`config.mk`:
```
export PLATFORM = sky130hd
export DESIGN_NAME = ipb_lane
export DESIGN_NICKNAME = d
export VERILOG_FILES = /design/src/rtl/core/ipb_pkg.sv /design/src/rtl/core/ipb_lane.sv
export SDC_FILE = /design/constraint.sdc
export NUM_CORES = 1
export LEC_CHECK = 0
export BUFFER_PORTS_ARGS = -buffer_cell sky130_fd_sc_hd__clkbuf_2
export CAP_MARGIN = 10
export CORE_MARGIN = 8
export CORE_UTILIZATION = 69
export CTS_BUF_LIST = sky130_fd_sc_hd__clkbuf_8
export CTS_CLUSTER_SIZE = 40
export DETAILED_ROUTE_END_ITERATION = 7
export HOLD_SLACK_MARGIN = 0.06
export PLACE_DENSITY_LB_ADDON = 0.08
export SYNTH_ARGS = -nofsm -noshare
export SYNTH_HDL_FRONTEND = slang
export SYNTH_SLANG_ARGS = --single-unit
```
`constraint.sdc`:
```
create_clock -name clock -period 11.6 [get_ports clock]
set_clock_uncertainty 0.2 [all_clocks]
set_input_delay 0.58 -clock clock [delete_from_list [all_inputs] [get_ports clock]]
set_output_delay 0.58 -clock clock [all_outputs]
set_load 0.005 [all_outputs]
```
`src/rtl/core/ipb_pkg.sv`:
```
// ----------------------------------------------------------------------------
// ipb_pkg
// Types, widths and register codes shared by the pixel blend modules.
// ----------------------------------------------------------------------------
package ipb_pkg;

   localparam int LANES            = 4;
   localparam int MAX_SOURCES      = 4;
   localparam int WEIGHT_FRAC_BITS = 12;

   localparam int CHAN_W   = 8;
   localparam int PIXEL_W  = 3 * CHAN_W;
   localparam int WEIGHT_W = 16;
   localparam int MASK_W   = LANES;
   localparam int COUNT_W  = 3;
   localparam int LANE_W   = $clog2(LANES);
   localparam int PROD_W   = WEIGHT_W + CHAN_W;
   localparam int SUM_W    = PROD_W + LANE_W;
   localparam int TOTAL_W  = WEIGHT_W + LANE_W;
   localparam int QUOT_W   = CHAN_W;

   localparam int CSR_DATA_W = 32;
   localparam int CSR_ADDR_W = 5;

   localparam int USED_CAP_INT = (MAX_SOURCES < LANES) ? MAX_SOURCES : LANES;
   localparam logic [COUNT_W-1:0]  USED_CAP       = COUNT_W'(USED_CAP_INT);
   localparam logic [COUNT_W-1:0]  ACTIVE_RESET   = COUNT_W'(4);
   localparam logic [WEIGHT_W-1:0] WEIGHT_RESET   = WEIGHT_W'(64'd1 << WEIGHT_FRAC_BITS);

   typedef enum logic [2:0] {
      REG_ACTIVE_COUNT = 3'd0,
      REG_WEIGHT_0     = 3'd1,
      REG_WEIGHT_1     = 3'd2,
      REG_WEIGHT_2     = 3'd3,
      REG_WEIGHT_3     = 3'd4
   } reg_index_type;

   typedef struct packed {
      logic [PROD_W-1:0]   prod_r;
      logic [PROD_W-1:0]   prod_g;
      logic [PROD_W-1:0]   prod_b;
      logic [WEIGHT_W-1:0] weight;
      logic                contrib;
   } lane_type;

   typedef struct packed {
      logic [SUM_W-1:0]   sum_r;
      logic [SUM_W-1:0]   sum_g;
      logic [SUM_W-1:0]   sum_b;
      logic [TOTAL_W-1:0] total;
      logic               is_null;
   } merge_type;

   typedef struct packed {
      logic [SUM_W-1:0]   rem_r;
      logic [SUM_W-1:0]   rem_g;
      logic [SUM_W-1:0]   rem_b;
      logic [TOTAL_W-1:0] total;
      logic [QUOT_W-1:0]  quot_r;
      logic [QUOT_W-1:0]  quot_g;
      logic [QUOT_W-1:0]  quot_b;
      logic               is_null;
   } div_type;

endpackage

```
`src/rtl/core/ipb_lane.sv`:
```
// ----------------------------------------------------------------------------
// ipb_lane
// One source lane: weight (zero when inactive or null) times each color channel, registered.
// ----------------------------------------------------------------------------
module ipb_lane (
   input  logic                          clock,
   input  logic                          enable,
   input  logic                          active,
   input  logic                          null_bit,
   input  logic [ipb_pkg::PIXEL_W-1:0]   pixel,
   input  logic [ipb_pkg::WEIGHT_W-1:0]  weight,
   output ipb_pkg::lane_type             lane_out
);

   logic                         contrib;
   logic [ipb_pkg::WEIGHT_W-1:0] weight_eff;
   ipb_pkg::lane_type            lane_ff;
   ipb_pkg::lane_type            lane_in;

   always_comb begin
      contrib    = active && !null_bit;
      weight_eff = contrib ? weight : '0;
      lane_in.prod_r  = ipb_pkg::PROD_W'(weight_eff) *
                        ipb_pkg::PROD_W'(pixel[3*ipb_pkg::CHAN_W-1:2*ipb_pkg::CHAN_W]);
      lane_in.prod_g  = ipb_pkg::PROD_W'(weight_eff) *
                        ipb_pkg::PROD_W'(pixel[2*ipb_pkg::CHAN_W-1:ipb_pkg::CHAN_W]);
      lane_in.prod_b  = ipb_pkg::PROD_W'(weight_eff) *
                        ipb_pkg::PROD_W'(pixel[ipb_pkg::CHAN_W-1:0]);
      lane_in.weight  = weight_eff;
      lane_in.contrib = contrib;
   end

   always_ff @(posedge clock) begin
      if (enable) begin
         lane_ff <= lane_in;
      end
   end

   assign lane_out = lane_ff;

endmodule

```
==> flow_summary.toml <==
[placed_design]
number_of_buffer_cells_added_on_primary_ports = 132
gp_congestion = 0.916
place.detailed.instances = 1923
hpwlAfterDp_microns = 26700

[sta]
grt_setup_unrepaired = "no"
worst_slew_margin_rel_pct = 33.7
final_critical_path_time_including_i_o_delays_and_setup_ns = 6.19
tns_ns = 0
max_freq_ghz = 0.161
final-max-slew-violation-count = 0
timing.final.setup_violations = 0
timing_hold_violations_final = 0
final.period_utilization_pct = 53.4
worst-slew-pin-transition_ns = 0.995

[finish]
largest_reg_flops = 89
finalNetCount = 2082
layout-area-overhead-vs-synth_pct = 5.48
post_layout_nonfiller_instances = 1939
final_cell_mix = "323 x and3_1, 311 x inv_1, 252 x fa_1, 132 x ha_1, 131 x clkbuf_2"
most_frequent_standard_cell_in_the_layout_excluding_fill_and_tap_cells = "and3_1"
drive_above_1_share_pct = 9.89
num_antenna_cells = 0

[die]
io_pins = 133
die_y_microns = 165
fp.dieArea_sq_um = 27300
rows = 54
die_width_microns = 165
core_area_sq_um = 21900
start_util_pct = 70.3

[critical_path]
crit_path_start_kind = "input port"
worst-endpoint-required_ns = 11.61
critPathCaptureType = "flip-flop"
worstSetupPathType = "input port to flip-flop"
crit_path_max_fanout = 332
worst-endpoint-arrival_ns = 6.20

[global_routing]
all_layer_global_routing_usage_pct = 27.6
first_global_vias = 12400
antenna_found_initial = 0
global_route_wire_length_before_repair_microns = 60300
grt_start_max_net_pins = 333
residual_overflow_from_global_routing = 0

[outcome]
outcome = "finished clean"

[synth]
async_flop_share_pct = 0
synth.distinct_cells = 56
synth_warnings = 0
netlist_instances = 1609
count_of_flip_flops_with_a_built_in_enable_after_synthesis = 89
total_standard_cell_area_after_synthesis_sq_um = 15400
avgSynthCellArea_sq_um = 9.56
ys_seq_elements = 89
postSynth.topFlopCell = "edfxtp_1"
syn-num-nets = 2037
synth_seq_area_share_pct = 17.4

[cts]
cts_inserted_buffers = 9
ctsLongestPathBuffers = 2
ctsRootBufferMaster = "clkbuf_8"
cts_hold_buf = 0
cts_setup_buffers = 0
clk_pin_slew_worst_paths_ns = 0.12
cts_sink_count = 89
cts.htree.levels = 3
tritoncts_clock_tree = "yes"
cts_resized = 0

[power]
clock_power_share_pct = 19.1
combinationalPowerShare_pct = 44.6
ir_drop_mv = 0.0543
power_density_normalized_to_cell_area_nw_per_um2 = 72.7
share_seq_of_total_power_pct = 36.3
cell_internal_pwr_mw = 0.708
total_switching_power_mw = 0.471
switching_share_pct = 40.0
total_leakage_power_nw = 9.39

[route]
met2_wirelength_microns = 18100
top_layer_used = "met4"
detail_route.drc_violations = 0
via_count_of_the_routed_design = 11800
drt-total-wl_microns = 36300
drt.antenna.violating_nets = 0
detail_route.first_pass.iterations = 7
wl_met1_microns = 14300
dr_wl_met3_microns = 2910
post_drt_wl_per_cell_microns = 18.7
initialDrtViolationCount = 999
route.detailed.vias_per_inst = 6.08

[min_path]
min-delay-path-class = "input port to flip-flop"

[run]
maxCapViolations = 0
-- power groups by stage --
stage / Combinational (mW) / Sequential (mW) / Clock [mW]
global route: 0.595 / 0.433 / 0.236
CTS: 0.528 / 0.429 / 0.225
global placement: 0.511 / 0.435 / 0
detailed placement: 0.526 / 0.436 / 0
finish: 0.526 / 0.428 / 0.225
floorplan: 0.354 / 0.443 / 0
-- area by class of cell --
cell class	count	area [sq um]
clock buffers	9	124
clock inverters	7	51.3
fillers	1636	5660
inverters	311	1170
multi-input cells	1108	11200
flip-flops and latches	89	2670
well taps	280	350
repair buffers	135	698
-- logic make-up after synthesis --
| logic type | after synthesis | share of synthesized area (%) |
|---|---|---|
| adder cells (fa/ha/maj) | 384 | 43.5 |
| XOR/XNOR | 54 | 3.07 |
| AO/OA/AOI/OAI | 165 | 7.28 |
| multiplexers | 2 | 0.130 |
| AND/OR/NAND/NOR | 503 | 18.5 |
| buffers and inverters | 412 | 10.1 |
| flip-flops | 89 | 17.4 |
-- worst max-delay path: stages --
cell and delay [ns]:
clkbuf_2 0.08, nor2b_4 0.14, buf_12 0.64, and2_1 0.59
nand2_1 0.15, fa_1 0.50, fa_1 0.54, inv_1 0.05
fa_1 0.48, inv_1 0.05, fa_1 0.47, inv_1 0.04
ha_1 0.36, a21o_1 0.19, a21o_1 0.18, or3_1 0.35
o22a_2 0.21, mux2i_1 0.13, a2111oi_2 0.33
-- per-stage QoR --
step	util [%]	total power, mW	setup WS [ns]	hold slack [ns]	cell area [sq um]
floorplan	-	0.797	5.74	0.492	15400
global placement	73.3	0.946	5.18	0.781	16100
detailed placement	73.3	0.962	5.04	0.781	16100
CTS	74.1	1.18	5.46	0.473	16200
global route	74.1	1.26	5.07	0.475	16200
finish	74.1	1.18	5.41	0.457	16200
-- synth_stat cells, types with 2 or more instances --
cell type	n	area (sq um)
and3_1	323	2020
inv_1	311	1170
fa_1	252	5040
ha_1	132	1650
clkbuf_1	98	368
nand2_1	93	349
edfxtp_1	89	2670
a21oi_1	47	235
xnor2_1	39	342
o21ai_0	27	135
nor2_1	26	97.6
a21o_1	25	188
and2_1	19	119
xor2_1	15	131
nor2b_1	10	62.6
o21a_1	10	75.1
a31oi_1	8	50.1
nand3_1	8	40.0
nor3_1	8	40.0
o21bai_1	7	52.6
a211oi_1	6	45.0
o2111ai_1	5	43.8
o211ai_1	5	37.5
nand4_1	4	25.0
o41ai_1	3	26.3
or3_1	3	18.8
a211o_1	2	17.5
a21boi_0	2	15.0
a21oi_2	2	17.5
mux2i_1	2	20.0
nand2b_1	2	12.5
nor3b_1	2	15.0
-- final timing paths --
| check | from | endpoint | slack, ns | cells past startpoint |
|---|---|---|---|---|
| max | active | lane_out[64] | 5.41 | 19 |
| min | enable | lane_out[88] | 0.46 | 1 |
-- metal layers --
| metal | up-vias | track usage, % |
|---|---|---|
| li1 | 5338 | - |
| met1 | 5881 | 35.2 |
| met4 | 0 | 9.29 |
| met3 | 88 | 4.73 |
| met2 | 483 | 47.3 |
| met5 | - | 0 |
No activity file was read; power rests on OpenSTA's default activity.
