--- config.mk ---
export PLATFORM = sky130hd
export DESIGN_NAME = ipb_div
export DESIGN_NICKNAME = d
export VERILOG_FILES = /design/src/rtl/core/ipb_pkg.sv /design/src/rtl/core/ipb_div.sv
export SDC_FILE = /design/constraint.sdc
export NUM_CORES = 2
export LEC_CHECK = 0
export ABC_AREA = 1
export BUFFER_PORTS_ARGS = -buffer_cell sky130_fd_sc_hd__buf_2
export CELL_PAD_IN_SITES_DETAIL_PLACEMENT = 1
export CELL_PAD_IN_SITES_GLOBAL_PLACEMENT = 2
export CORE_ASPECT_RATIO = 0.6
export CORE_UTILIZATION = 37
export DETAILED_ROUTE_END_ITERATION = 6
export PLACE_DENSITY = 0.88
export SYNTH_ARGS = -nofsm -noshare
export SYNTH_HDL_FRONTEND = slang
export SYNTH_SLANG_ARGS = --single-unit
export TNS_END_PERCENT = 30
--- constraint.sdc ---
create_clock -name clock -period 6.9 [get_ports clock]
set_input_delay 0 -clock clock [delete_from_list [all_inputs] [get_ports clock]]
set_output_delay 0 -clock clock [all_outputs]
set_load 0.01 [all_outputs]
--- src/rtl/core/ipb_pkg.sv ---
// ----------------------------------------------------------------------------
// ipb_pkg
// Types, widths and register codes shared by the pixel blend modules.
// ----------------------------------------------------------------------------
package ipb_pkg;

   localparam int LANES            = 4;
   localparam int MAX_SOURCES      = 4;
   localparam int WEIGHT_FRAC_BITS = 12;

   localparam int CHAN_W   = 8;
   localparam int PIXEL_W  = 3 * CHAN_W;
   localparam int WEIGHT_W = 16;
   localparam int MASK_W   = LANES;
   localparam int COUNT_W  = 3;
   localparam int LANE_W   = $clog2(LANES);
   localparam int PROD_W   = WEIGHT_W + CHAN_W;
   localparam int SUM_W    = PROD_W + LANE_W;
   localparam int TOTAL_W  = WEIGHT_W + LANE_W;
   localparam int QUOT_W   = CHAN_W;

   localparam int CSR_DATA_W = 32;
   localparam int CSR_ADDR_W = 5;

   localparam int USED_CAP_INT = (MAX_SOURCES < LANES) ? MAX_SOURCES : LANES;
   localparam logic [COUNT_W-1:0]  USED_CAP       = COUNT_W'(USED_CAP_INT);
   localparam logic [COUNT_W-1:0]  ACTIVE_RESET   = COUNT_W'(4);
   localparam logic [WEIGHT_W-1:0] WEIGHT_RESET   = WEIGHT_W'(64'd1 << WEIGHT_FRAC_BITS);

   typedef enum logic [2:0] {
      REG_ACTIVE_COUNT = 3'd0,
      REG_WEIGHT_0     = 3'd1,
      REG_WEIGHT_1     = 3'd2,
      REG_WEIGHT_2     = 3'd3,
      REG_WEIGHT_3     = 3'd4
   } reg_index_type;

   typedef struct packed {
      logic [PROD_W-1:0]   prod_r;
      logic [PROD_W-1:0]   prod_g;
      logic [PROD_W-1:0]   prod_b;
      logic [WEIGHT_W-1:0] weight;
      logic                contrib;
   } lane_type;

   typedef struct packed {
      logic [SUM_W-1:0]   sum_r;
      logic [SUM_W-1:0]   sum_g;
      logic [SUM_W-1:0]   sum_b;
      logic [TOTAL_W-1:0] total;
      logic               is_null;
   } merge_type;

   typedef struct packed {
      logic [SUM_W-1:0]   rem_r;
      logic [SUM_W-1:0]   rem_g;
      logic [SUM_W-1:0]   rem_b;
      logic [TOTAL_W-1:0] total;
      logic [QUOT_W-1:0]  quot_r;
      logic [QUOT_W-1:0]  quot_g;
      logic [QUOT_W-1:0]  quot_b;
      logic               is_null;
   } div_type;

endpackage

--- src/rtl/core/ipb_div.sv ---
// ----------------------------------------------------------------------------
// ipb_div
// Pipelined restoring divider, one quotient bit per stage for all channels.
// ----------------------------------------------------------------------------
module ipb_div (
   input  logic                clock,
   input  logic                reset,
   input  logic                in_valid,
   output logic                in_ready,
   input  ipb_pkg::merge_type  in_data,
   output logic                out_valid,
   input  logic                out_ready,
   output ipb_pkg::div_type    out_data
);

   localparam int STAGES = ipb_pkg::QUOT_W;

   logic [STAGES-1:0]  valid_ff;
   logic [STAGES-1:0]  valid_in;
   logic [STAGES-1:0]  src_valid;
   logic [STAGES-1:0]  ready_w;
   ipb_pkg::div_type   src      [STAGES];
   ipb_pkg::div_type   stage_in [STAGES];
   ipb_pkg::div_type   stage_ff [STAGES];

   for (genvar k = 0; k < STAGES; k++) begin : g_stage
      localparam int BIT = STAGES - 1 - k;
      logic [ipb_pkg::SUM_W-1:0] total_sh;

      if (k == 0) begin : g_first
         always_comb begin
            src_valid[k]   = in_valid;
            src[k].rem_r   = in_data.sum_r;
            src[k].rem_g   = in_data.sum_g;
            src[k].rem_b   = in_data.sum_b;
            src[k].total   = in_data.total;
            src[k].quot_r  = '0;
            src[k].quot_g  = '0;
            src[k].quot_b  = '0;
            src[k].is_null = in_data.is_null;
         end
      end else begin : g_next
         always_comb begin
            src_valid[k] = valid_ff[k-1];
            src[k]       = stage_ff[k-1];
         end
      end

      if (k == STAGES - 1) begin : g_last
         assign ready_w[k] = !valid_ff[k] || out_ready;
      end else begin : g_mid
         assign ready_w[k] = !valid_ff[k] || ready_w[k+1];
      end

      always_comb begin
         total_sh    = ipb_pkg::SUM_W'(src[k].total) << BIT;
         stage_in[k] = src[k];
         if (src[k].rem_r >= total_sh) begin
            stage_in[k].rem_r       = src[k].rem_r - total_sh;
            stage_in[k].quot_r[BIT] = !src[k].is_null;
         end
         if (src[k].rem_g >= total_sh) begin
            stage_in[k].rem_g       = src[k].rem_g - total_sh;
            stage_in[k].quot_g[BIT] = !src[k].is_null;
         end
         if (src[k].rem_b >= total_sh) begin
            stage_in[k].rem_b       = src[k].rem_b - total_sh;
            stage_in[k].quot_b[BIT] = !src[k].is_null;
         end
         valid_in[k] = ready_w[k] ? src_valid[k] : valid_ff[k];
      end

      always_ff @(posedge clock) begin
         if (reset) begin
            valid_ff[k] <= 1'b0;
         end else begin
            valid_ff[k] <= valid_in[k];
         end
      end

      always_ff @(posedge clock) begin
         if (ready_w[k] && src_valid[k]) begin
            stage_ff[k] <= stage_in[k];
         end
      end
   end

   assign in_ready  = ready_w[0];
   assign out_valid = valid_ff[STAGES-1];
   assign out_data  = stage_ff[STAGES-1];

endmodule

==> impl_metrics.yaml <==
clocking:
  cts_buffers: 96
  path_clk_slew_ns: 0.07
  post_cts_buffers: 0
  clk_latency_ns: 0.75
  cts_root_buf: "clkbuf_16"
  cts_sinks: 892
  ctsLongestPathBuffers: 3
  cts_tree: "built"
  htree_num_levels: 3
run:
  cap_viol_max_count: 0
synth:
  synth_ff_type: "edfxtp_1"
  ys_async_sr_fraction: 0
  ys_seq_area_frac: 0.400
  ys_ff_latch: 892
  netlist.area_leader.share: 0.397
  ys_top_cells_by_count: "3613 x nand2_1, 1485 x inv_1, 884 x edfxtp_1, 810 x nor2_1, 541 x nand3_1"
  avgSynthCellArea_sq_um: 7.21
  synth_cells: 9267
  yosysTopAreaCell: "edfxtp_1"
  syn_area_sq_mm: 0.0668
  syn_nets: 9824
  synth_most_common_cell: "nand2_1"
  synth.top_cells.by_area: "edfxtp_1 40%, nand2_1 20%, inv_1 8.3%"
  synth.distinct_cells: 43
  ys_warn_count: 0
  synth_edf_count: 884
status:
  status: "finished clean"
worst_setup_path:
  start_kind: "flip-flop"
  endpoint_kind: "flip-flop"
  cp_cell_sequence: "inv_1 -> ha_1 -> nand2_1 -> nor2_1 -> nand2_1 -> o21bai_1 -> nand2_1 -> nand2_1 -> nand2_2 -> inv_2 -> nand2_1 -> nand2_1"
  worstPathArrival_ns: 4.30
  path_common_cell: "nand2_1"
  worstSetupPathType: "reg -> reg"
  r2r_setup_slack_ns: 3.07
  cp_num_buf_inv: 2
  cp.required_ns: 7.38
  crit_fanout: 21
  cp_slowest_stage_delay_ns: 0.56
  crit_family: "simple AND/OR/NAND/NOR gates"
  crit_slowest_cell: "inv_1"
placed_design:
  dp_hpwl_microns: 256000
  portBuffers: 223
  gp_congestion: 1.06
global_routing:
  grt_overflow: 0
  grt_use_met1: 0.551
  use_met2: 0.359
  busiest_layer: "met1"
  grt_pass1_wl_microns: 434000
  grt_use_total: 0.327
  antenna_found_initial: 23
  grt_pass1_vias: 62300
  grt_max_degree: 116
  use_met3: 0.145
sta:
  finalCritPeriodShare: 0.555
  fin_crit_ns: 3.83
  drv_slew: 0
  fmax_mhz: 261
  worst_slew_pin_slew_ns: 1.05
  hold_viol: 0
  fin_tns_setup_ns: 0
  slew_headroom: 0.298
  clock_skew_ns: 0.0402
  rsz0062_at_grt: "no"
  setup_violations: 0
power_and_ir_drop:
  power_density_mw_per_mm2: 197
  p_leak_nw: 35.8
  power.total_mw: 14.8
  peakVddDrop_v: 0.000201
floorplanning:
  initial_utilization: 0.373
  coreArea_sq_mm: 0.179
  rows: 120
  die-width_microns: 551
  io_pins: 224
  die_y_microns: 331
  dieArea_sq_mm: 0.182
final_layout:
  syn2layout_area_growth_pct: 12.6
  nets: 10200
  final_util: 0.421
  seq_area_sq_mm: 0.0267
  nFillCells: 22600
  multiInputGateArea_sq_mm: 0.0340
  drive_gt1_frac: 0.0548
routing:
  first_pass_iters: 6
  postRouteAntennaNets: 0
  avgRoutedWirePerCell_microns: 25.0
  drc_errors: 0
  detailroute.via_count: 65500
  wl_microns: 304000
  drtIter0Drc: 7811
  routed_via_density: 5.40
worst_hold_path:
  min_path_type: "in -> reg"
## worst reg2reg max path: stages (launching register included)
cell	delay [ns]
edfxtp_1	0.41
inv_1	0.56
ha_1	0.41
nand2_1	0.19
nor2_1	0.29
nand2_1	0.08
o21bai_1	0.19
nand2_1	0.24
nand2_1	0.10
nand2_2	0.46
inv_2	0.40
nand2_1	0.16
nand2_1	0.07
## report_power, final
part / total [mW] / internal, mW / switching (mW)
clock network: 5.46 / 2.97 / 2.50
logic: 2.94 / 0.916 / 2.02
registers: 6.44 / 6.21 / 0.224
## logic make-up after synthesis
kind of cell / synth area share
buf+inv: 0.0927
simple gates: 0.334
flops: 0.400
fa+ha+maj: 0.0881
compound gates: 0.0531
xor+xnor: 0.0329
## cells in the final DEF (no fill, tap or decap), types with 24 or more instances in the layout
| master | synthesis | routed |
|---|---|---|
| nand2_1 | 3613 | 3613 |
| inv_1 | 1485 | 1481 |
| edfxtp_1 | 884 | 884 |
| nor2_1 | 810 | 804 |
| nand3_1 | 541 | 541 |
| ha_1 | 432 | 432 |
| a21oi_1 | 358 | 358 |
| buf_2 | 51 | 223 |
| dlygate4sd3_1 | 0 | 143 |
| nand4_1 | 140 | 140 |
| xnor2_1 | 131 | 131 |
| o21ai_0 | 120 | 120 |
| xor2_1 | 120 | 120 |
| nand3b_1 | 119 | 119 |
| o21ai_1 | 107 | 107 |
| clkbuf_16 | 0 | 97 |
| nor3_1 | 68 | 68 |
| o21bai_1 | 50 | 50 |
| nor2_2 | 27 | 27 |
| nand2_2 | 25 | 25 |
| fa_1 | 24 | 24 |
## flip-flops by register name (all words and copies together), names as in the netlist
name,flops
stage_ff,884
src_valid,7
out_valid,1
## stage by stage
step	worst slack [ns]	std cells	cell area (sq um)	hold WS (ns)
after global routing	2.98	12100	75300	0.0169
final	3.07	12100	75300	0.0369
after CTS	2.87	12100	75300	0.00173
after detailed placement	2.89	11800	70700	0.199
after global placement	2.83	11800	70700	0.196
after floorplan	0.818	9267	66800	0.0989
## timing repair
action,CTS,global route
gates resized for setup,0,0
endpoints found under the hold margin,138,0
hold buffers,143,0
## final timing paths
| check | startpoint | endpoint | cells past startpoint |
|---|---|---|---|
| worst max-delay path | stage_ff[0][280]$_DFFE_PP_ | stage_ff[0][453]$_DFFE_PP_ | 12 |
| worst min-delay path | in_data[11] | stage_ff[0][35]$_DFFE_PP_ | 2 |
| worst max register to register | stage_ff[0][280]$_DFFE_PP_ | stage_ff[0][453]$_DFFE_PP_ | 12 |
| worst min register to register | stage_ff[0][256]$_DFFE_PP_ | stage_ff[0][377]$_DFFE_PP_ | 0 |
## layer usage
layer	wire [microns]	part of all wire
met1	160000	0.53
met2	96900	0.32
met3	43600	0.14
met4	2870	0.0094
met5	473	0.0016
## final cells by class
class                   instances  area share
repair buffers                390      0.0369
clock buffers                 107      0.0327
multi-input cells            6789       0.451
well taps                    2379      0.0395
clock inverters                68     0.00917
diodes                         11    0.000366
flip-flops and latches        892       0.355
inverters                    1504      0.0752
Power figures use the tool's default switching activity.
