`config.mk`:
```
export PLATFORM = sky130hd
export DESIGN_NAME = ipb_merge
export DESIGN_NICKNAME = d
export VERILOG_FILES = /design/src/rtl/core/ipb_pkg.sv /design/src/rtl/core/ipb_merge.sv
export SDC_FILE = /design/constraint.sdc
export NUM_CORES = 1
export LEC_CHECK = 0
export BUFFER_PORTS_ARGS = -buffer_cell sky130_fd_sc_hd__buf_2
export CORE_AREA = 2 2 175 177
export DETAILED_ROUTE_END_ITERATION = 8
export DIE_AREA = 0 0 177 179
export HOLD_SLACK_MARGIN = 0.05
export SKIP_LAST_GASP = 1
export SLEW_MARGIN = 20
export SYNTH_ARGS = -nofsm -noshare
export SYNTH_HDL_FRONTEND = slang
export SYNTH_SLANG_ARGS = --single-unit
```
`constraint.sdc`:
```
create_clock -name clock -period 10.27 [get_ports clock]
set_input_delay 1.027 -clock clock [delete_from_list [all_inputs] [get_ports clock]]
set_output_delay 1.027 -clock clock [all_outputs]
set_load 0.01 [all_outputs]
```
`src/rtl/core/ipb_pkg.sv`:
```
// ----------------------------------------------------------------------------
// ipb_pkg
// Types, widths and register codes shared by the pixel blend modules.
// ----------------------------------------------------------------------------
package ipb_pkg;

   localparam int LANES            = 4;
   localparam int MAX_SOURCES      = 4;
   localparam int WEIGHT_FRAC_BITS = 12;

   localparam int CHAN_W   = 8;
   localparam int PIXEL_W  = 3 * CHAN_W;
   localparam int WEIGHT_W = 16;
   localparam int MASK_W   = LANES;
   localparam int COUNT_W  = 3;
   localparam int LANE_W   = $clog2(LANES);
   localparam int PROD_W   = WEIGHT_W + CHAN_W;
   localparam int SUM_W    = PROD_W + LANE_W;
   localparam int TOTAL_W  = WEIGHT_W + LANE_W;
   localparam int QUOT_W   = CHAN_W;

   localparam int CSR_DATA_W = 32;
   localparam int CSR_ADDR_W = 5;

   localparam int USED_CAP_INT = (MAX_SOURCES < LANES) ? MAX_SOURCES : LANES;
   localparam logic [COUNT_W-1:0]  USED_CAP       = COUNT_W'(USED_CAP_INT);
   localparam logic [COUNT_W-1:0]  ACTIVE_RESET   = COUNT_W'(4);
   localparam logic [WEIGHT_W-1:0] WEIGHT_RESET   = WEIGHT_W'(64'd1 << WEIGHT_FRAC_BITS);

   typedef enum logic [2:0] {
      REG_ACTIVE_COUNT = 3'd0,
      REG_WEIGHT_0     = 3'd1,
      REG_WEIGHT_1     = 3'd2,
      REG_WEIGHT_2     = 3'd3,
      REG_WEIGHT_3     = 3'd4
   } reg_index_type;

   typedef struct packed {
      logic [PROD_W-1:0]   prod_r;
      logic [PROD_W-1:0]   prod_g;
      logic [PROD_W-1:0]   prod_b;
      logic [WEIGHT_W-1:0] weight;
      logic                contrib;
   } lane_type;

   typedef struct packed {
      logic [SUM_W-1:0]   sum_r;
      logic [SUM_W-1:0]   sum_g;
      logic [SUM_W-1:0]   sum_b;
      logic [TOTAL_W-1:0] total;
      logic               is_null;
   } merge_type;

   typedef struct packed {
      logic [SUM_W-1:0]   rem_r;
      logic [SUM_W-1:0]   rem_g;
      logic [SUM_W-1:0]   rem_b;
      logic [TOTAL_W-1:0] total;
      logic [QUOT_W-1:0]  quot_r;
      logic [QUOT_W-1:0]  quot_g;
      logic [QUOT_W-1:0]  quot_b;
      logic               is_null;
   } div_type;

endpackage

```
`src/rtl/core/ipb_merge.sv`:
```
// ----------------------------------------------------------------------------
// ipb_merge
// Sum the lane products and weights, flag a beat with no contribution or zero total weight.
// ----------------------------------------------------------------------------
module ipb_merge (
   input  logic                                    clock,
   input  logic                                    enable,
   input  ipb_pkg::lane_type [ipb_pkg::LANES-1:0]  lanes,
   output ipb_pkg::merge_type                      merge_out
);

   ipb_pkg::merge_type merge_ff;
   ipb_pkg::merge_type merge_in;
   logic               any;

   always_comb begin
      merge_in = '0;
      any      = 1'b0;
      for (int i = 0; i < ipb_pkg::LANES; i++) begin
         merge_in.sum_r = merge_in.sum_r + ipb_pkg::SUM_W'(lanes[i].prod_r);
         merge_in.sum_g = merge_in.sum_g + ipb_pkg::SUM_W'(lanes[i].prod_g);
         merge_in.sum_b = merge_in.sum_b + ipb_pkg::SUM_W'(lanes[i].prod_b);
         merge_in.total = merge_in.total + ipb_pkg::TOTAL_W'(lanes[i].weight);
         any            = any | lanes[i].contrib;
      end
      merge_in.is_null = !any || (merge_in.total == '0);
   end

   always_ff @(posedge clock) begin
      if (enable) begin
         merge_ff <= merge_in;
      end
   end

   assign merge_out = merge_ff;

endmodule

```
==> metrics.yaml, run 1 <==
cts:
  cts_tree: "yes"
  h-tree-depth: 3
  clk_path_buf_depth: 2
  cts_hold_buf: 0
  cts.sinks: 97
  cts_made_buffers: 9
  cts_resized: 0
  post-cts-setup-buffers: 0
  clk_pin_slew_ps: 70
  root_buffer: "clkbuf_16"
global_routing:
  grt_start_max_net_pins: 51
  antenna_found_initial: 1
  grt_pass1_wl_mm: 43.1
  grt_pass1_vias: 8686
  grt-ovfl-total: 0
  track_usage_pct: 17.8
synth:
  synth_flop_cell: "edfxtp_1"
  yosys_warnings: 0
  async_flop_share_pct: 0
  synth-edff-count: 97
  syn_inst: 935
  synth_nets: 1561
  synth_most_common_cell: "fa_1"
  yosysTopAreaCell: "fa_1"
  synth_top_area_share_pct: 32.2
  ys_ff_latch: 97
  yosysUniqueCellTypes: 65
  yosysSeqAreaShare_pct: 26.6
  synth_area_per_cell_um2: 11.7
  synth_area_leaders: "fa_1 (32%), edfxtp_1 (27%), ha_1 (11%)"
  syn_area_um2: 10900
  synth_common_cells: "fa_1 (176), inv_1 (120), edfxtp_1 (97)"
floorplan:
  core_area_um2: 30000
  placementRows: 64
  fp.dieArea_um2: 31700
  start_util_pct: 36.4
  die_y_um: 179
  io_pins: 455
  die_x_um: 177
worst_setup_path:
  path_cells: "buf_2, fa_1, fa_1, ha_1, inv_1, fa_1, nor2b_1, o31a_1, o32ai_2, o21ai_1, a211oi_1, o21ai_1, a2111o_1, o311ai_1"
  critical_path.startpoint_type: "input port"
  slowest_delay_ps: 560
  slowest_stage: "fa_1"
  cp-end-kind: "flop"
  worstSetupPathType: "in2reg"
  cp_data_arrival_time_ps: 4640
  cp_max_fo: 3
  crit_required_ps: 10430
  cpMostUsedCell: "fa_1"
outcome:
  outcome: "completed"
sta:
  finalWorstSetupSlack_ps: 5790
  tns_ps: 0
  hold_viol_final: 0
  rsz0062_at_grt: "no"
  fin_crit_sh_pct: 43.6
  finalSetupViolCount: 0
  relSlewSlack_pct: 50.7
  final_max_slew_viol_count: 0
  clock.fmax_mhz: 223
  worst_pin_slew_ps: 739
  post-route-min-period_ps: 4480
finish:
  fin_nets: 2020
  syn_to_final_growth_pct: 27.8
  largest_register_ffs: 97
  antenna_cells: 0
  drive_gt1_share_pct: 34.3
power:
  leakage_nw: 6.53
  peakVddDrop_mv: 0.0715
  power.density_nw_per_um2: 202
place:
  dpl.hpwl_mm: 25.0
  place_ws_ps: 5420
  place_congestion: 0.842
  portBuffers: 454
routing:
  ant_nets: 0
  first_pass_iters: 5
  drc: 0
  routedWlPerCell_um: 15.7
  wl_mm: 28.1
  vias: 8669
  via_per_inst: 4.83
  drtIter0Drc: 345
hold_path:
  whs_path_depth: 2
  hp-class: "in2reg"
flow_run:
  drv_cap: 0
-- final timing paths --
path,from,end
hold / removal,lanes[332],merge_out[71]
setup / recovery,lanes[42],merge_out[68]
-- placed cells by master, fill, tap and decap left out, types with 9 or more instances in the layout --
cell         n
xor2_1      14
fa_1       176
nand2_1     25
nor3_1      18
clkbuf_16    9
edfxtp_1    97
o21ai_0     33
nor2_1      54
a21o_1      22
a211oi_1    12
o21bai_1    15
buf_2      453
a21oi_1     48
ha_1        92
o21a_1      10
inv_1      120
nor2b_1     14
a31oi_1      9
xnor2_1     45
-- cell type report --
cell class                      count  area, um^2
Timing Repair Buffer              455        2280
Fill cell                        2907       16100
Inverter                          120         450
Clock inverter                      5        56.3
Sequential cell                    97        2910
Multi-Input combinational cell    711        7550
Tap cell                          396         495
Clock buffer                       10         229
-- logic make-up after synthesis --
logic type	Yosys count	synth area share (%)
compound gates	205	13.1
xor+xnor	59	4.72
fa+ha+maj	268	42.7
buf+inv	127	4.36
flops	97	26.6
mux	3	0.297
simple gates	176	8.18
-- metrics by stage --
stage / instances / hold WS [ps] / util, % / power, mW / cell area [um^2]
global route: 1794 / 951 / 46.5 / 3.09 / 14000
global placement: 1779 / 1330 / 45.6 / 2.48 / 13700
CTS: 1794 / 955 / 46.5 / 2.87 / 14000
finish: 1794 / 977 / 46.5 / 2.82 / 14000
detailed placement: 1779 / 1330 / 45.6 / 2.51 / 13700
floorplan: 935 / 1140 / - / 1.91 / 10900
-- worst max-delay path, delay by kind of cell --
kind                     cells  cell delay, ps
adder cells (fa/ha/maj)      4            1410
AO/OA/AOI/OAI                7            1930
AND/OR/NAND/NOR              1              70
buffers and inverters        2             200
-- layer usage --
metal / GRT usage (%) / vias up / part of all wire (%)
li1: - / 4203 / -
met2: 31.7 / 333 / 51
met4: 4.58 / 2 / 1.4
met3: 4.98 / 22 / 8.9
met1: 21.0 / 4109 / 39
met5: 0 / - / 0.025
-- power by group --
part,switching (mW),internal (mW),leakage (nW),total [mW]
registers,0.0545,0.700,0.949,0.755
logic,0.964,0.761,5.44,1.72
clock network,0.155,0.188,0.140,0.343
(Power assumes the default switching activity.)
==> run 2: changes to the inputs <==
clock period = 4.6 ns   (was 10.27 ns; I/O delays follow)
==> metrics.yaml, run 2 (synthesized netlist as in run 1, its figures left out) <==
place:
  detailed_place.area_um2: 13700
  portBuffers: 454
  place_congestion: 0.856
  dp_cells: 1779
  place_ws_ps: 270
  dpl.hpwl_mm: 24.8
cts:
  post-cts-setup-buffers: 0
  h-tree-depth: 3
  cts_made_buffers: 9
  clk_path_buf_depth: 2
  clk_pin_slew_ps: 70
  cts.sinks: 97
  cts_hold_buf: 0
  cts_tree: "yes"
  cts_resized: 0
  root_buffer: "clkbuf_16"
floorplan:
  start_util_pct: 36.4
  placementRows: 64
  core_area_um2: 30000
  die_y_um: 179
  die_x_um: 177
  io_pins: 455
  fp.dieArea_um2: 31700
sta:
  finalWorstSetupSlack_ps: 678
  rsz0062_at_grt: "no"
  post-route-min-period_ps: 3920
  hold_viol_final: 0
  hold_slack_ps: 408
  worst_pin_slew_ps: 891
  finalSetupViolCount: 0
  final_max_slew_viol_count: 0
  relSlewSlack_pct: 40.6
  clock.fmax_mhz: 255
  tns_ps: 0
  fin_crit_sh_pct: 85.3
finish:
  syn_to_final_growth_pct: 27.5
  final_common_cell: "buf_2"
  drive_gt1_share_pct: 34.3
  stdcell_area_um2: 13900
  fin_nets: 2020
  fill_cells: 2862
  post-route-util_pct: 46.5
  stdcell_count: 1795
  final_cell_mix: "buf_2 (453), fa_1 (176), inv_1 (120)"
  largest_register_ffs: 97
routing:
  drtIter0Drc: 401
  ant_nets: 0
  first_pass_iters: 5
  vias: 8653
  drc: 0
  routedWlPerCell_um: 15.7
  wl_mm: 28.2
  via_per_inst: 4.82
global_routing:
  grt-ovfl-total: 0
  antenna_found_initial: 1
  track_usage_pct: 17.7
  grt_pass1_wl_mm: 43.0
  grt_start_max_net_pins: 68
  grt_pass1_vias: 8577
hold_path:
  hp-class: "in2reg"
  min_from: "lanes[332]"
worst_setup_path:
  cp-end-kind: "flop"
  crit_start: "lanes[42]"
  slowest_delay_ps: 570
  path_cells: "buf_2, fa_1, fa_1, ha_1, inv_1, fa_1, nor2b_1, o31a_1, o32ai_2, o21ai_1, a211oi_1, o21ai_1, a2111o_1, o311ai_1"
  path_buf_inv: 2
  cpMostUsedCell: "fa_1"
  critPathTopFamily: "compound AO/OA/AOI/OAI gates"
  cp_data_arrival_time_ps: 4100
  slowest_stage: "fa_1"
  critical_path.startpoint_type: "input port"
  crit_required_ps: 4780
  worstSetupPathType: "in2reg"
  cp_max_fo: 3
flow_run:
  drv_cap: 0
outcome:
  outcome: "completed"
power:
  power.density_nw_per_um2: 448
  leakage_nw: 6.52
  power.total_mw: 6.25
  peakVddDrop_mv: 0.157
==> run 2: cell types whose count changed in the layout (fill, tap and decap cells not counted) <==
| cell | change |
|---|---|
| clkinv_1 | +1 |
| clkinv_4 | -1 |
| inv_6 | +1 |
| diode_2 | +1 |
| bufinv_16 | -1 |
==> run 2: path summary, 6_finish.rpt <==
kind             to  slack [ps]  cells after the start
min   merge_out[71]         410                      2
max   merge_out[68]         680                     14
==> run 2: report_power, final <==
part	total, mW	switching, mW	internal [mW]
Sequential	1.66	0.0986	1.56
Combinational	3.88	2.18	1.70
Clock	0.711	0.347	0.364
Total	6.25	2.62	3.62
==> run 2: cell type report <==
cell class	count	area [um^2]	share of cell area [%]
diodes	1	2.50	0.0179
clock buffers	10	229	1.64
clock inverters	5	30.0	0.215
inverters	120	450	3.23
multi-input cells	711	7550	54.1
flip-flops and latches	97	2910	20.9
well taps	396	495	3.55
repair buffers	455	2280	16.4
==> run 2: routing by layer <==
metal	vias to the layer above	routed length (um)	track usage (%)
met2	327	14200	31.6
met1	4089	10900	20.6
met3	27	2550	5.17
li1	4208	-	-
met4	2	483	5.41
met5	-	7	0
==> run 3: changes to the inputs <==
CORE_AREA = 2 2 179 181   (was 2 2 175 177)
DIE_AREA = 0 0 181 183   (was 0 0 177 179)
==> metrics.yaml, run 3 (synthesized netlist as in run 1, its figures left out) <==
outcome:
  outcome: "completed"
worst_setup_path:
  cp_data_arrival_time_ps: 4100
  cpMostUsedCell: "fa_1"
  path_depth: 14
  critical_path.startpoint_type: "input port"
  cp-end-kind: "flop"
  worstSetupPathType: "in2reg"
  cp_max_fo: 3
  slowest_stage: "fa_1"
  critPathTopFamily: "compound AO/OA/AOI/OAI gates"
  slowest_delay_ps: 560
  crit_required_ps: 4770
  path_cells: "buf_2, fa_1, fa_1, ha_1, inv_1, fa_1, nor2b_1, o31a_1, o32ai_2, o21ai_1, a211oi_1, o21ai_1, a2111o_1, o311ai_1"
  path_buf_inv: 2
global_routing:
  grt_pass1_vias: 9308
  grt-ovfl-total: 0
  grt_start_max_net_pins: 58
  track_usage_pct: 18.0
  grt_pass1_wl_mm: 46.5
  antenna_found_initial: 3
routing:
  first_pass_iters: 5
  wl_mm: 29.5
  drtIter0Drc: 410
  ant_nets: 0
  drc: 0
  vias: 8837
  via_per_inst: 4.91
  routedWlPerCell_um: 16.4
finish:
  syn_to_final_growth_pct: 27.6
  largest_register_ffs: 97
  final_common_cell: "buf_2"
  final_cell_mix: "buf_2 (453), fa_1 (176), inv_1 (120)"
  drive_gt1_share_pct: 34.2
  fin_nets: 2020
flow_run:
  drv_cap: 0
sta:
  worst_pin_slew_ps: 844
  hold_slack_ps: 416
  relSlewSlack_pct: 43.7
  rsz0062_at_grt: "no"
  finalSetupViolCount: 0
  hold_viol_final: 0
  clock.fmax_mhz: 255
  fin_crit_sh_pct: 85.3
  post-route-min-period_ps: 3930
  tns_ps: 0
  final_max_slew_viol_count: 0
cts:
  root_buffer: "clkbuf_16"
  post-cts-setup-buffers: 0
  h-tree-depth: 3
  cts_made_buffers: 9
  cts.sinks: 97
  cts_tree: "yes"
  cts_resized: 0
  clk_pin_slew_ps: 70
  clk_path_buf_depth: 2
  cts_hold_buf: 0
place:
  portBuffers: 454
  dpl.hpwl_mm: 25.9
  place_congestion: 0.861
hold_path:
  hp-class: "in2reg"
  whs_path_depth: 2
floorplan:
  start_util_pct: 35.0
  placementRows: 65
  core_area_um2: 31200
  die_x_um: 181
  io_pins: 455
  fp.dieArea_um2: 33100
  die_y_um: 183
power:
  power.density_nw_per_um2: 449
  peakVddDrop_mv: 0.180
  leakage_nw: 6.51
run 3: cell types whose count changed in the layout (fill, tap and decap cells not counted), sizes merged:
| cell | delta |
|---|---|
| inv | -2 |
| clkinvlp | +1 |
| clkinv | -1 |
| diode | +1 |
| clkbuf | +1 |
run 3: layer usage:
| layer | global-route usage, % | vias up | share of wire (%) | routed length, um |
|---|---|---|---|---|
| met3 | 5.44 | 39 | 8.9 | 2640 |
| met4 | 5.95 | 2 | 2.6 | 781 |
| li1 | - | 4213 | - | - |
| met2 | 32.5 | 360 | 50 | 14900 |
| met5 | 0 | - | 0.054 | 16 |
| met1 | 20.3 | 4223 | 38 | 11200 |
run 3: report_power, final:
group | internal (mW) | leakage, nW | switching (mW)
Sequential | 1.56 | 0.949 | 0.110
Clock | 0.362 | 0.119 | 0.345
Combinational | 1.70 | 5.44 | 2.19
Total | 3.63 | 6.51 | 2.64
run 3: area by class of cell:
type                       instances  area, um^2
clock buffer                      11         233
inverter                         120         450
tap                              402         503
clock inverter                     3        20.0
multi-input combinational        711        7550
timing repair buffer             455        2280
antenna                            2        5.00
fill                            2992       17300
sequential                        97        2910
run 3: path summary, 6_finish.rpt:
kind / startpoint / endpoint
worst max-delay path: lanes[42] / merge_out[68]
worst min-delay path: lanes[284] / merge_out[19]
run 3: stage by stage:
stage / utilization, % / setup slack [ps] / total power, mW / instance area, um^2 / std cells
final: 44.7 / 674 / 6.27 / 14000 / 1801
after global routing: 44.7 / 447 / 6.86 / 13900 / 1799
after CTS: 44.7 / 694 / 6.37 / 13900 / 1799
after detailed placement: 43.9 / 337 / 5.62 / 13700 / 1785
after global placement: 43.9 / 426 / 5.56 / 13700 / 1785
after floorplan: - / 714 / 4.27 / 10900 / 935
